<file path="src/sv/primitive_index_fetch_assert.svh">
// Assertion macros for the index fetch block.
`ifndef PRIMITIVE_INDEX_FETCH_ASSERT_SVH
`define PRIMITIVE_INDEX_FETCH_ASSERT_SVH

`ifndef SYNTH
// cond must hold at every clock edge out of reset
`define PIF_ASSERT(lbl, clk, rstn, cond) \
  lbl: assert property (@(posedge clk) disable iff (!rstn) (cond)) \
    else $error("pif check failed");
// ante at one edge implies cons at the same edge
`define PIF_ASSERT_IMP(lbl, clk, rstn, ante, cons) \
  lbl: assert property (@(posedge clk) disable iff (!rstn) (ante) |-> (cons)) \
    else $error("pif check failed");
`else
`define PIF_ASSERT(lbl, clk, rstn, cond)
`define PIF_ASSERT_IMP(lbl, clk, rstn, ante, cons)
`endif

`endif

</file>
<file path="src/sv/pif_pkg.sv">
package pif_pkg;

  // index store geometry (word count is a power of two)
  localparam int STORE_WORDS = 4096;
  localparam int ADDR_W      = $clog2(STORE_WORDS);
  localparam int ENT_W       = ADDR_W + 1;

  // queue between front and back
  localparam int QUEUE_DEPTH = 2;
  localparam int QPTR_W      = $clog2(QUEUE_DEPTH);
  localparam int QCNT_W      = $clog2(QUEUE_DEPTH + 1);

  // configuration port
  localparam int CFG_AW = 5;
  localparam logic [2:0] REG_INDEXED  = 3'd0;
  localparam logic [2:0] REG_WIDTH    = 3'd1;
  localparam logic [2:0] REG_TOPOLOGY = 3'd2;
  localparam logic [2:0] REG_START    = 3'd3;
  localparam logic [2:0] REG_BASE     = 3'd4;

  // operation codes
  localparam logic OP_WRITE = 1'b0;
  localparam logic OP_FETCH = 1'b1;

  // topology codes
  localparam logic [1:0] TOPO_LINE_LIST  = 2'd0;
  localparam logic [1:0] TOPO_LINE_STRIP = 2'd1;
  localparam logic [1:0] TOPO_TRI_LIST   = 2'd2;
  localparam logic [1:0] TOPO_TRI_STRIP  = 2'd3;

  typedef struct packed {
    logic        indexed;
    logic        wide;
    logic [1:0]  topology;
    logic [12:0] first_entry;
    logic [31:0] vertex_offset;
  } pif_cfg_t;

  // one queued transaction: a store write or a classified primitive
  typedef struct packed {
    logic                   op;
    logic [ADDR_W-1:0]      waddr;
    logic [31:0]            wdata;
    logic                   triangle;
    logic [2:0][31:0]       id;
    logic [2:0][ADDR_W-1:0] word;
    logic [2:0]             half;
    logic                   first;
    logic                   fin;
  } pif_item_t;

  typedef struct packed {
    logic              full;
    logic              valid;
    logic [QCNT_W-1:0] count;
  } pif_qstat_t;

endpackage

</file>
<file path="src/sv/pif_fifo.sv">
module pif_fifo
  import pif_pkg::*;
(
  input  logic       clk,
  input  logic       rst_n,
  input  logic       push,
  input  pif_item_t  push_item,
  input  logic       pop,
  output pif_item_t  pop_item,
  output pif_qstat_t stat
);

  pif_item_t         mem_r [QUEUE_DEPTH];
  logic [QPTR_W-1:0] wr_ptr_r, wr_ptr_nxt;
  logic [QPTR_W-1:0] rd_ptr_r, rd_ptr_nxt;
  logic [QCNT_W-1:0] count_r, count_nxt;
  logic              do_push, do_pop;

  assign stat.full  = (count_r == QCNT_W'(QUEUE_DEPTH));
  assign stat.valid = (count_r != '0);
  assign stat.count = count_r;
  assign do_push    = push && !stat.full;
  assign do_pop     = pop && stat.valid;
  assign pop_item   = mem_r[rd_ptr_r];

  // pointer and fill count update
  always_comb begin
    wr_ptr_nxt = wr_ptr_r;
    rd_ptr_nxt = rd_ptr_r;
    count_nxt  = count_r;
    if (do_push)
      wr_ptr_nxt = (wr_ptr_r == QPTR_W'(QUEUE_DEPTH - 1)) ? '0 : wr_ptr_r + 1'b1;
    if (do_pop)
      rd_ptr_nxt = (rd_ptr_r == QPTR_W'(QUEUE_DEPTH - 1)) ? '0 : rd_ptr_r + 1'b1;
    if (do_push && !do_pop)
      count_nxt = count_r + 1'b1;
    else if (do_pop && !do_push)
      count_nxt = count_r - 1'b1;
  end

  always_ff @(posedge clk) begin
    if (!rst_n) begin
      wr_ptr_r <= '0;
      rd_ptr_r <= '0;
      count_r  <= '0;
    end else begin
      wr_ptr_r <= wr_ptr_nxt;
      rd_ptr_r <= rd_ptr_nxt;
      count_r  <= count_nxt;
    end
  end

  always_ff @(posedge clk) begin
    if (do_push) begin
      mem_r[wr_ptr_r] <= push_item;
    end
  end

endmodule

</file>
<file path="config.mk">
export PLATFORM = sky130hd
export DESIGN_NAME = pif_fifo
export DESIGN_NICKNAME = d
export VERILOG_FILES = /design/src/sv/primitive_index_fetch_assert.svh /design/src/sv/pif_pkg.sv /design/src/sv/pif_fifo.sv
export SDC_FILE = /design/constraint.sdc
export NUM_CORES = 1
export LEC_CHECK = 0
export BUFFER_PORTS_ARGS = -buffer_cell sky130_fd_sc_hd__buf_2
export CORE_MARGIN = 3
export CORE_UTILIZATION = 56
export DETAILED_ROUTE_END_ITERATION = 12
export GPL_TIMING_DRIVEN = 0
export PLACE_DENSITY = 0.92
export SETUP_SLACK_MARGIN = 0.3
export SLEW_MARGIN = 20
export SYNTH_ARGS = -nofsm -noshare
export SYNTH_HDL_FRONTEND = slang
export SYNTH_SLANG_ARGS = --single-unit
</file>
<file path="constraint.sdc">
create_clock -name clk -period 25.3 [get_ports clk]
set_input_delay 7.59 -clock clk [delete_from_list [all_inputs] [get_ports clk]]
set_output_delay 7.59 -clock clk [all_outputs]
set_load 0.005 [all_outputs]
</file>
==> flow_summary_export.csv <==
group,metric,value,unit
status,status,"finished, final reports clean",
final_layout,n_fill_cell,1402,
timing,layout_min_cycle_time,9420,ps
min_path,min_path_cells,2,
timing,drv_slew,0,
timing,fin_setup_tns,0,ps
logic_synthesis,synth_seq_area_share,82.2,%
timing,hold_viol_final,0,
final_layout,layout-drive-gt1-share,61.3,%
timing,rsz0062_at_grt,"false",
worst_setup_path,worstPathMaxFanout,10,
grt,grt_pass1_wl,42.9,mm
final_layout,layout.nets,1210,
pwr,powerDensity,98.6,nW/um2
clocking,clk_pin_slew_worst_paths,60,ps
min_path,hold_class,"register to register",
floorplan,initial_utilization,57.2,%
grt,grt_max_degree,55,
logic_synthesis,synth_top_family_by_area,"multiplexers",
logic_synthesis,syn_area,13500,um2
routing,drc,0,
timing,finalCritPeriodShare,37.2,%
logic_synthesis,synth-xor-area-share,0.195,%
logic_synthesis,async_reset_ff_share,0,%
logic_synthesis,syn_nets,782,
pwr,peakVddDrop,0.0923,mV
logic_synthesis,synth-simple-area-share,0.426,%
grt,antenna_found_initial,7,
timing,relSlewSlack,59.6,%
floorplan,coreArea,23600,um2
logic_synthesis,synth-compound-area-share,0.241,%
grt,grt_pass1_vias,7821,
clocking,cts_tree,"built",
logic_synthesis,synth_common_cells,"edfxtp_1, mux2_2, buf_6",
routing,ant_nets,0,
worst_setup_path,r2r_start,"count_r[0]",
final_layout,syn2layout_area_growth,26.7,%
worst_setup_path,ff2ff_setup_slack,22730,ps
worst_setup_path,cp.required,17710,ps
logic_synthesis,synth_edf_count,366,
min_path,whs_endpoint,"count_r[1]",
logic_synthesis,synthTopCellsByArea,"edfxtp_1, mux2_2, buf_6, dfxtp_1, and2_1",
pwr,leakagePower,6.42,nW
worst_setup_path,r2r_end,"mem_r[0][74]",
worst_setup_path,critPathCaptureType,"output port",
logic_synthesis,synth_ff_type,"edfxtp_1",
worst_setup_path,cp-start-kind,"register",
worst_setup_path,r2r.worst_path.cells,8,
clocking,post-cts-setup-buffers,0,
grt,overflow,0,
place,gp_congestion,0.774,
clocking,clkLatencyLatePin,490,ps
logic_synthesis,synth-seq-cells,371,
timing,clock_skew,10.0,ps
logic_synthesis,yosysTopAreaCell,"edfxtp_1",
routing,dr.pass1.iters,4,
clocking,hold_buffers,0,
run,drv_cap,0,
routing,drtIter0Drc,495,
logic_synthesis,synth_cell_types,22,
floorplan,floorplan.die.width,161,um
logic_synthesis,postSynthAreaPerCell,22.7,um2
clocking,htreeDepth,2,
timing,hold_ws,573,ps
logic_synthesis,synthAdderAreaFrac,0.0927,%
place,dp_hpwl,19.9,mm
routing,drt-total-wl,28.3,mm
worst_setup_path,arrival,1820,ps
floorplan,die_area,26000,um2
timing,report.final.setup_viol,0,
routing,vias,7199,
floorplan,num_rows,56,
timing,max_freq,106,MHz
clocking,clkSinkCount,371,
clocking,cts_root_buf,"clkbuf_16",
logic_synthesis,synthMuxAreaShare,15.3,%
clocking,clockBufferDepth,3,
floorplan,ios,374,
pwr,power,1.69,mW
clocking,cts_buffers,37,
logic_synthesis,synth_warnings,0,
place,port_buffers,373,
worst_setup_path,path_class,"register to output port",
place,placedCellCount,1302,
timing,worst_pin_slew,606,ps
routing,routedWlPerCell,20.7,um
final_layout,final_cell_count_no_fill,1365,
logic_synthesis,yosysTopAreaCellShare,81.4,%
floorplan,die_h,161,um
routing,vias_per_cell,5.27,
grt,grtUsageTotal,21.5,%
logic_synthesis,synthCells,594,
min_path,hp-start,"count_r[1]",
clocking,postCtsResizedCells,0,
logic_synthesis,synth_most_common_cell,"edfxtp_1",
-- placed cells by master, fill, tap and decap left out, types with 2 or more instances in the layout --
| cell type | n |
|---|---|
| clkbuf_16 | 37 |
| diode_2 | 5 |
| buf_8 | 9 |
| inv_1 | 2 |
| clkinv_1 | 7 |
| buf_6 | 20 |
| buf_2 | 374 |
| clkbuf_1 | 8 |
| edfxtp_1 | 366 |
| xnor2_1 | 2 |
| buf_4 | 2 |
| mux2_2 | 183 |
| buf_16 | 3 |
| and2_1 | 3 |
| dfxtp_1 | 5 |
| clkinv_2 | 4 |
-- power by group --
| group | internal [mW] | switching [mW] | leakage, nW | total [mW] |
|---|---|---|---|---|
| Clock | 0.276 | 0.201 | 0.511 | 0.477 |
| Combinational | 0.215 | 0.202 | 2.45 | 0.417 |
| Sequential | 0.771 | 0.0205 | 3.46 | 0.792 |
| Total | 1.26 | 0.424 | 6.42 | 1.69 |
-- routing by layer --
layer  vias to the layer above  wire length, um  track usage [%]
li1                       3237                -                -
met1                      3537             9630             23.2
met2                       332            14900             38.7
met3                        87             2430             7.10
met4                         6             1240             9.31
met5                         -               37                0
-- layout make-up --
cell class / count / area, um2 / share of cell area, %
flip-flops and latches: 371 / 11100 / 64.9
multi-input cells: 201 / 2200 / 12.9
repair buffers: 389 / 2140 / 12.5
clock buffers: 45 / 956 / 5.59
well taps: 319 / 399 / 2.33
plain buffers: 20 / 211 / 1.24
clock inverters: 13 / 85.1 / 0.498
diodes: 5 / 12.5 / 0.0732
inverters: 2 / 7.51 / 0.0439
-- how the worst max path moves through the flow --
stage	from	end	slack, ps	cells after the start
2_1_floorplan	push	mem_r[0][0]	9920	2
3_3_place_gp	push	wr_ptr_r	6390	4
3_5_place_dp	push	mem_r[0][121]	15690	8
4_1_cts	register	pop_item[75]	15840	4
5_1_grt	register	pop_item[75]	15780	4
6_report	register	pop_item[75]	15890	4
-- metrics by stage --
step           setup WS, ps  area (um2)  utilization (%)
6_report              15890       17100             72.4
3_3_place_gp           6390       15800             66.8
2_1_floorplan          9920       13500                -
5_1_grt               15780       17100             72.4
3_5_place_dp          15690       16000             68.0
4_1_cts               15840       17100             72.4
-- registers in the layout, summed over array words and instances, names as in the netlist, named ones only --
register  flops
wr_ptr_r      1
rd_ptr_r      1
mem_r       366
count_r       2
-- critical path, cell delays in order (launching register included) --
cell	delay, ps
dfxtp_1	340
buf_4	280
buf_6	200
mux2_2	360
buf_2	140
-- cells by family after synthesis --
group,after synthesis
AO/OA/AOI/OAI,5
adder cells (fa/ha/maj),1
buffers and inverters,22
XOR/XNOR,3
flip-flops,371
AND/OR/NAND/NOR,9
multiplexers,183
Note: power is estimated with default switching activity, not from simulation.
