**src/sv/primitive_index_fetch_assert.svh**
```systemverilog
// Assertion macros for the index fetch block.
`ifndef PRIMITIVE_INDEX_FETCH_ASSERT_SVH
`define PRIMITIVE_INDEX_FETCH_ASSERT_SVH

`ifndef SYNTH
// cond must hold at every clock edge out of reset
`define PIF_ASSERT(lbl, clk, rstn, cond) \
  lbl: assert property (@(posedge clk) disable iff (!rstn) (cond)) \
    else $error("pif check failed");
// ante at one edge implies cons at the same edge
`define PIF_ASSERT_IMP(lbl, clk, rstn, ante, cons) \
  lbl: assert property (@(posedge clk) disable iff (!rstn) (ante) |-> (cons)) \
    else $error("pif check failed");
`else
`define PIF_ASSERT(lbl, clk, rstn, cond)
`define PIF_ASSERT_IMP(lbl, clk, rstn, ante, cons)
`endif

`endif

```
**src/sv/pif_pkg.sv**
```systemverilog
package pif_pkg;

  // index store geometry (word count is a power of two)
  localparam int STORE_WORDS = 4096;
  localparam int ADDR_W      = $clog2(STORE_WORDS);
  localparam int ENT_W       = ADDR_W + 1;

  // queue between front and back
  localparam int QUEUE_DEPTH = 2;
  localparam int QPTR_W      = $clog2(QUEUE_DEPTH);
  localparam int QCNT_W      = $clog2(QUEUE_DEPTH + 1);

  // configuration port
  localparam int CFG_AW = 5;
  localparam logic [2:0] REG_INDEXED  = 3'd0;
  localparam logic [2:0] REG_WIDTH    = 3'd1;
  localparam logic [2:0] REG_TOPOLOGY = 3'd2;
  localparam logic [2:0] REG_START    = 3'd3;
  localparam logic [2:0] REG_BASE     = 3'd4;

  // operation codes
  localparam logic OP_WRITE = 1'b0;
  localparam logic OP_FETCH = 1'b1;

  // topology codes
  localparam logic [1:0] TOPO_LINE_LIST  = 2'd0;
  localparam logic [1:0] TOPO_LINE_STRIP = 2'd1;
  localparam logic [1:0] TOPO_TRI_LIST   = 2'd2;
  localparam logic [1:0] TOPO_TRI_STRIP  = 2'd3;

  typedef struct packed {
    logic        indexed;
    logic        wide;
    logic [1:0]  topology;
    logic [12:0] first_entry;
    logic [31:0] vertex_offset;
  } pif_cfg_t;

  // one queued transaction: a store write or a classified primitive
  typedef struct packed {
    logic                   op;
    logic [ADDR_W-1:0]      waddr;
    logic [31:0]            wdata;
    logic                   triangle;
    logic [2:0][31:0]       id;
    logic [2:0][ADDR_W-1:0] word;
    logic [2:0]             half;
    logic                   first;
    logic                   fin;
  } pif_item_t;

  typedef struct packed {
    logic              full;
    logic              valid;
    logic [QCNT_W-1:0] count;
  } pif_qstat_t;

endpackage

```
**src/sv/pif_front.sv**
```systemverilog
module pif_front
  import pif_pkg::*;
(
  input  logic        clk,
  input  logic        rst_n,
  input  pif_cfg_t    cfg,
  input  logic        in_tvalid,
  output logic        in_tready,
  input  logic [79:0] in_tdata,   // word_address[11:0], word_data[43:12], prim_id[75:44]
  input  logic [1:0]  in_tuser,   // operation[0], first_prim[1]
  input  logic        in_tlast,   // final_prim
  input  pif_qstat_t  q_stat,
  output logic        q_push,
  output pif_item_t   q_item
);

  logic       valid_r, valid_nxt;
  pif_item_t  item_r, item_nxt;

  logic [31:0]       prim;
  logic [31:0]       p2, p3;
  logic [2:0][31:0]  ids;
  logic              tri_c;
  logic [ENT_W-1:0]  ent [3];

  assign prim = in_tdata[75:44];
  assign p2   = {prim[30:0], 1'b0};
  assign p3   = prim + p2;

  // vertex ids from topology
  always_comb begin
    ids   = '0;
    tri_c = 1'b0;
    case (cfg.topology)
      TOPO_LINE_LIST: begin
        ids[0] = p2;
        ids[1] = p2 + 32'd1;
      end
      TOPO_LINE_STRIP: begin
        ids[0] = prim;
        ids[1] = prim + 32'd1;
      end
      TOPO_TRI_LIST: begin
        tri_c  = 1'b1;
        ids[0] = p3;
        ids[1] = p3 + 32'd1;
        ids[2] = p3 + 32'd2;
      end
      default: begin
        // odd strip primitive swaps first and third corners
        tri_c  = 1'b1;
        ids[1] = prim + 32'd1;
        if (prim[0]) begin
          ids[0] = prim + 32'd2;
          ids[2] = prim;
        end else begin
          ids[0] = prim;
          ids[2] = prim + 32'd2;
        end
      end
    endcase
  end

  // store entry and word address of each corner
  always_comb begin
    item_nxt          = item_r;
    item_nxt.op       = in_tuser[0];
    item_nxt.waddr    = ADDR_W'(in_tdata[11:0]);
    item_nxt.wdata    = in_tdata[43:12];
    item_nxt.triangle = tri_c;
    item_nxt.id       = ids;
    item_nxt.first    = in_tuser[1];
    item_nxt.fin      = in_tlast;
    for (int k = 0; k < 3; k++) begin
      ent[k] = ENT_W'(cfg.first_entry) + ENT_W'(ids[k]);
      item_nxt.word[k] = cfg.wide ? ent[k][ADDR_W-1:0] : ent[k][ENT_W-1:1];
      item_nxt.half[k] = ent[k][0];
    end
  end

  assign q_push    = valid_r && !q_stat.full;
  assign in_tready = !valid_r || !q_stat.full;
  assign q_item    = item_r;

  always_comb begin
    valid_nxt = valid_r;
    if (q_push)
      valid_nxt = 1'b0;
    if (in_tvalid && in_tready)
      valid_nxt = 1'b1;
  end

  always_ff @(posedge clk) begin
    if (!rst_n) begin
      valid_r <= 1'b0;
    end else begin
      valid_r <= valid_nxt;
    end
  end

  always_ff @(posedge clk) begin
    if (in_tvalid && in_tready) begin
      item_r <= item_nxt;
    end
  end

endmodule

```
**config.mk**
```make
export PLATFORM = sky130hd
export DESIGN_NAME = pif_front
export DESIGN_NICKNAME = d
export VERILOG_FILES = /design/src/sv/primitive_index_fetch_assert.svh /design/src/sv/pif_pkg.sv /design/src/sv/pif_front.sv
export SDC_FILE = /design/constraint.sdc
export NUM_CORES = 1
export LEC_CHECK = 0
export BUFFER_PORTS_ARGS = -buffer_cell sky130_fd_sc_hd__buf_4
export CORE_ASPECT_RATIO = 1.25
export CORE_UTILIZATION = 36
export CTS_BUF_LIST = sky130_fd_sc_hd__clkbuf_4 sky130_fd_sc_hd__clkbuf_8 sky130_fd_sc_hd__clkbuf_16
export CTS_CLUSTER_DIAMETER = 80
export CTS_CLUSTER_SIZE = 20
export DETAILED_ROUTE_END_ITERATION = 7
export PLACE_DENSITY_LB_ADDON = 0.15
export SKIP_CTS_REPAIR_TIMING = 1
export SYNTH_ARGS = -nofsm -noshare
export SYNTH_HDL_FRONTEND = slang
export SYNTH_SLANG_ARGS = --single-unit
```
**constraint.sdc**
```tcl
create_clock -name clk -period 8.7 [get_ports clk]
set_input_delay 0.87 -clock clk [delete_from_list [all_inputs] [get_ports clk]]
set_output_delay 0.87 -clock clk [all_outputs]
set_load 0.01 [all_outputs]
```
==> results.ini <==
[timing]
finalHoldViolCount=0
relSlewSlack_pct=20.4
max_freq_mhz=171
grt_setup_unrepaired=no
worstMarginPinSlew_ps=1190
period_share_pct=67.4
finalClockSkew_ps=7.82
setup_viol=0
finalMaxSlewViolations=0
worst_slack_ps=2840
period_minus_slack_ps=5860
setup_tns_ps=0
hold_slack_ps=535

[clocking]
ctsRootBufferMaster=clkbuf_16
cts.path.max_buffers=2
insertion_delay_ps=450
htree_levels=4
cts_made_buffers=17
cts_tree=built
clkTransAtPathRegs_ps=80
cts.sinks=184

[floorplan]
die_width_um=176
core_area_um2=37300
start_util_pct=36.5
die_h_um=219
die_area_um2=38600
ioPinCount=324
core.rowCount=79

[finish]
drive_gt1_share_pct=23.9
fillers=3598
area_growth_pct=22.6
instances_no_fill=2107
nets=1819

[critical_path]
crit_path_start_kind=primary input
cp-startpoint=in_tdata[44]
worstPathRequired_ps=8890
criticalPathCategory=in2reg
cp.arrival_ps=6050
r2r_cells=3
crit_fanout=28
ff2ff_setup_slack_ps=6240
worstSetupEndpointType=register
crit-reg2reg-launch=valid_r
r2r-end=q_item[60]

[logic_synthesis]
syn_area_um2=13600
synth-main-ff-cell=edfxtp_1
synth-seq-cells=184
synth_fp_nets=1592
ys_warn_count=0
avgSynthCellArea_um2=9.85
async_reset_ff_share_pct=0
synth-edff-count=183
ys_seq_area_share_pct=40.6
synth_cell_type_count=83
synth_cells=1380

[global_route]
grt_pass1_vias=10804
grtUsageMet3_pct=3.60
antenna_found_initial=1
use_met1_pct=27.2
grt_overflow=0
grt_pass1_wl_um=63000
track_usage_pct=21.8
met2_usage_pct=37.0
grt_max_degree=105
busiest_layer=met2

[routing]
drc=0
avgViaCountPerCell=5.38
wl_per_cell_um=20.1
dr.pass1.iters=5
finalWirelength_um=42300
ant_nets=0
via_count=11328
drtIter0Drc=816

[run_status]
status=completed

[placement]
dp_cells=2074
dp_slack_ps=2370
gp_congestion=0.897
dpl.hpwl_um=32300
numPortBuffers=283

[worst_hold_path]
hold_end=valid_r
hold_class=reg2reg
min_path_cells=2
worstHoldStart=valid_r

[power_and_ir_drop]
vdd_drop_max_mv=0.139
p_per_area_nw_per_um2=174
p_leak_nw=6.56
total_power_mw=2.89

[flow_run]
maxCapViolCount=0

==> metal layers <==
layer	part of all wire, %	vias to the layer above
met2	49	355
met5	0	-
met1	43	5384
met4	3.2	0
met3	4.8	63
li1	-	5526
==> worst max-delay path: stages <==
cell and delay, ps:
buf_4 320, ha_1 400, inv_1 90, fa_1 400
nand2b_1 220, a21oi_1 240, xor2_2 350, nand3_1 210
nor4_1 920, xnor2_1 150, o211a_1 290, ha_1 350
and2_1 200, o21a_1 170, a211o_1 300, a21o_1 190
a21oi_1 170, xnor2_1 130, mux2i_1 80
==> state kept, by name, summed over array words and instances (netlist names) <==
| register | count |
|---|---|
| q_item | 183 |
| valid_r | 1 |
==> kinds of logic (layout without fill, tap and decap cells) <==
family,after synthesis,count (layout),synth area share (%)
adder cells (fa/ha/maj),73,73,6.94
AO/OA/AOI/OAI,312,312,15.3
AND/OR/NAND/NOR,451,451,16.9
XOR/XNOR,196,196,13.0
buffers and inverters,110,350,3.17
flip-flops,184,184,40.6
other,0,1,0
multiplexers,54,54,4.17
==> cell usage after synthesis (all sizes together), types with 7 or more instances <==
cell type,instances,area [um2]
o21ai,89,460
and2,14,87.6
a211oi,30,255
and4,7,61.3
o21a,10,75.1
o21bai,9,67.6
nor3,29,145
ha,69,863
mux2i,33,330
mux2,21,236
a21o,11,82.6
inv,26,97.6
nand2,147,552
and3,17,106
buf,15,73.8
or3,7,43.8
nor2,91,344
nor4,19,171
nand4,26,181
edfxtp,183,5500
xor2,70,643
nor2b,20,125
a21oi,88,440
xnor2,125,1100
a22oi,7,52.6
o211a,18,180
clkbuf,68,255
nand3,47,253
==> power by group <==
group	switching, mW	total (mW)	internal [mW]	leakage, nW
Combinational	0.553	0.962	0.409	4.47
Sequential	0.0274	1.12	1.10	1.79
Clock	0.415	0.809	0.393	0.296
Total	0.995	2.89	1.90	6.56
==> area by class of cell <==
cell class / count / area [um2] / area share [%]
flip-flops and latches: 184 / 5520 / 33.1
clock inverters: 15 / 184 / 1.10
multi-input cells: 1086 / 7650 / 45.9
repair buffers: 291 / 2180 / 13.1
well taps: 486 / 608 / 3.65
inverters: 27 / 101 / 0.608
diodes: 1 / 2.50 / 0.0150
clock buffers: 17 / 425 / 2.55
==> worst max path at each step <==
stage / endpoint / slack, ps
6_report: q_item[40] / 2840
5_1_grt: q_item[40] / 2520
4_1_cts: q_item[40] / 2850
3_5_place_dp: q_item[40] / 2370
3_3_place_gp: q_item[40] / 2440
2_1_floorplan: q_item[0] / 2930
==> per-stage QoR <==
stage / util [%] / instance area (um2)
final: 44.7 / 16700
after global routing: 44.7 / 16700
after CTS: 44.7 / 16700
after detailed placement: 43.1 / 16100
after global placement: 43.1 / 16100
after floorplan: - / 13600
==> layout by cell type (no fill, tap or decap), types with 18 or more instances in the layout <==
cell / netlist / routed
a21oi_1: 88 / 88
nor3_1: 29 / 29
ha_1: 69 / 69
edfxtp_1: 183 / 183
xnor2_1: 124 / 124
mux2i_1: 33 / 33
xor2_1: 66 / 66
o211a_1: 18 / 18
nand2_1: 147 / 147
nor2b_1: 20 / 20
a211oi_1: 27 / 27
nand3_1: 45 / 45
inv_1: 26 / 26
nor2_1: 90 / 90
nand4_1: 23 / 23
mux2_2: 21 / 21
buf_4: 0 / 291
o21ai_0: 72 / 72
(Power assumes the default switching activity.)
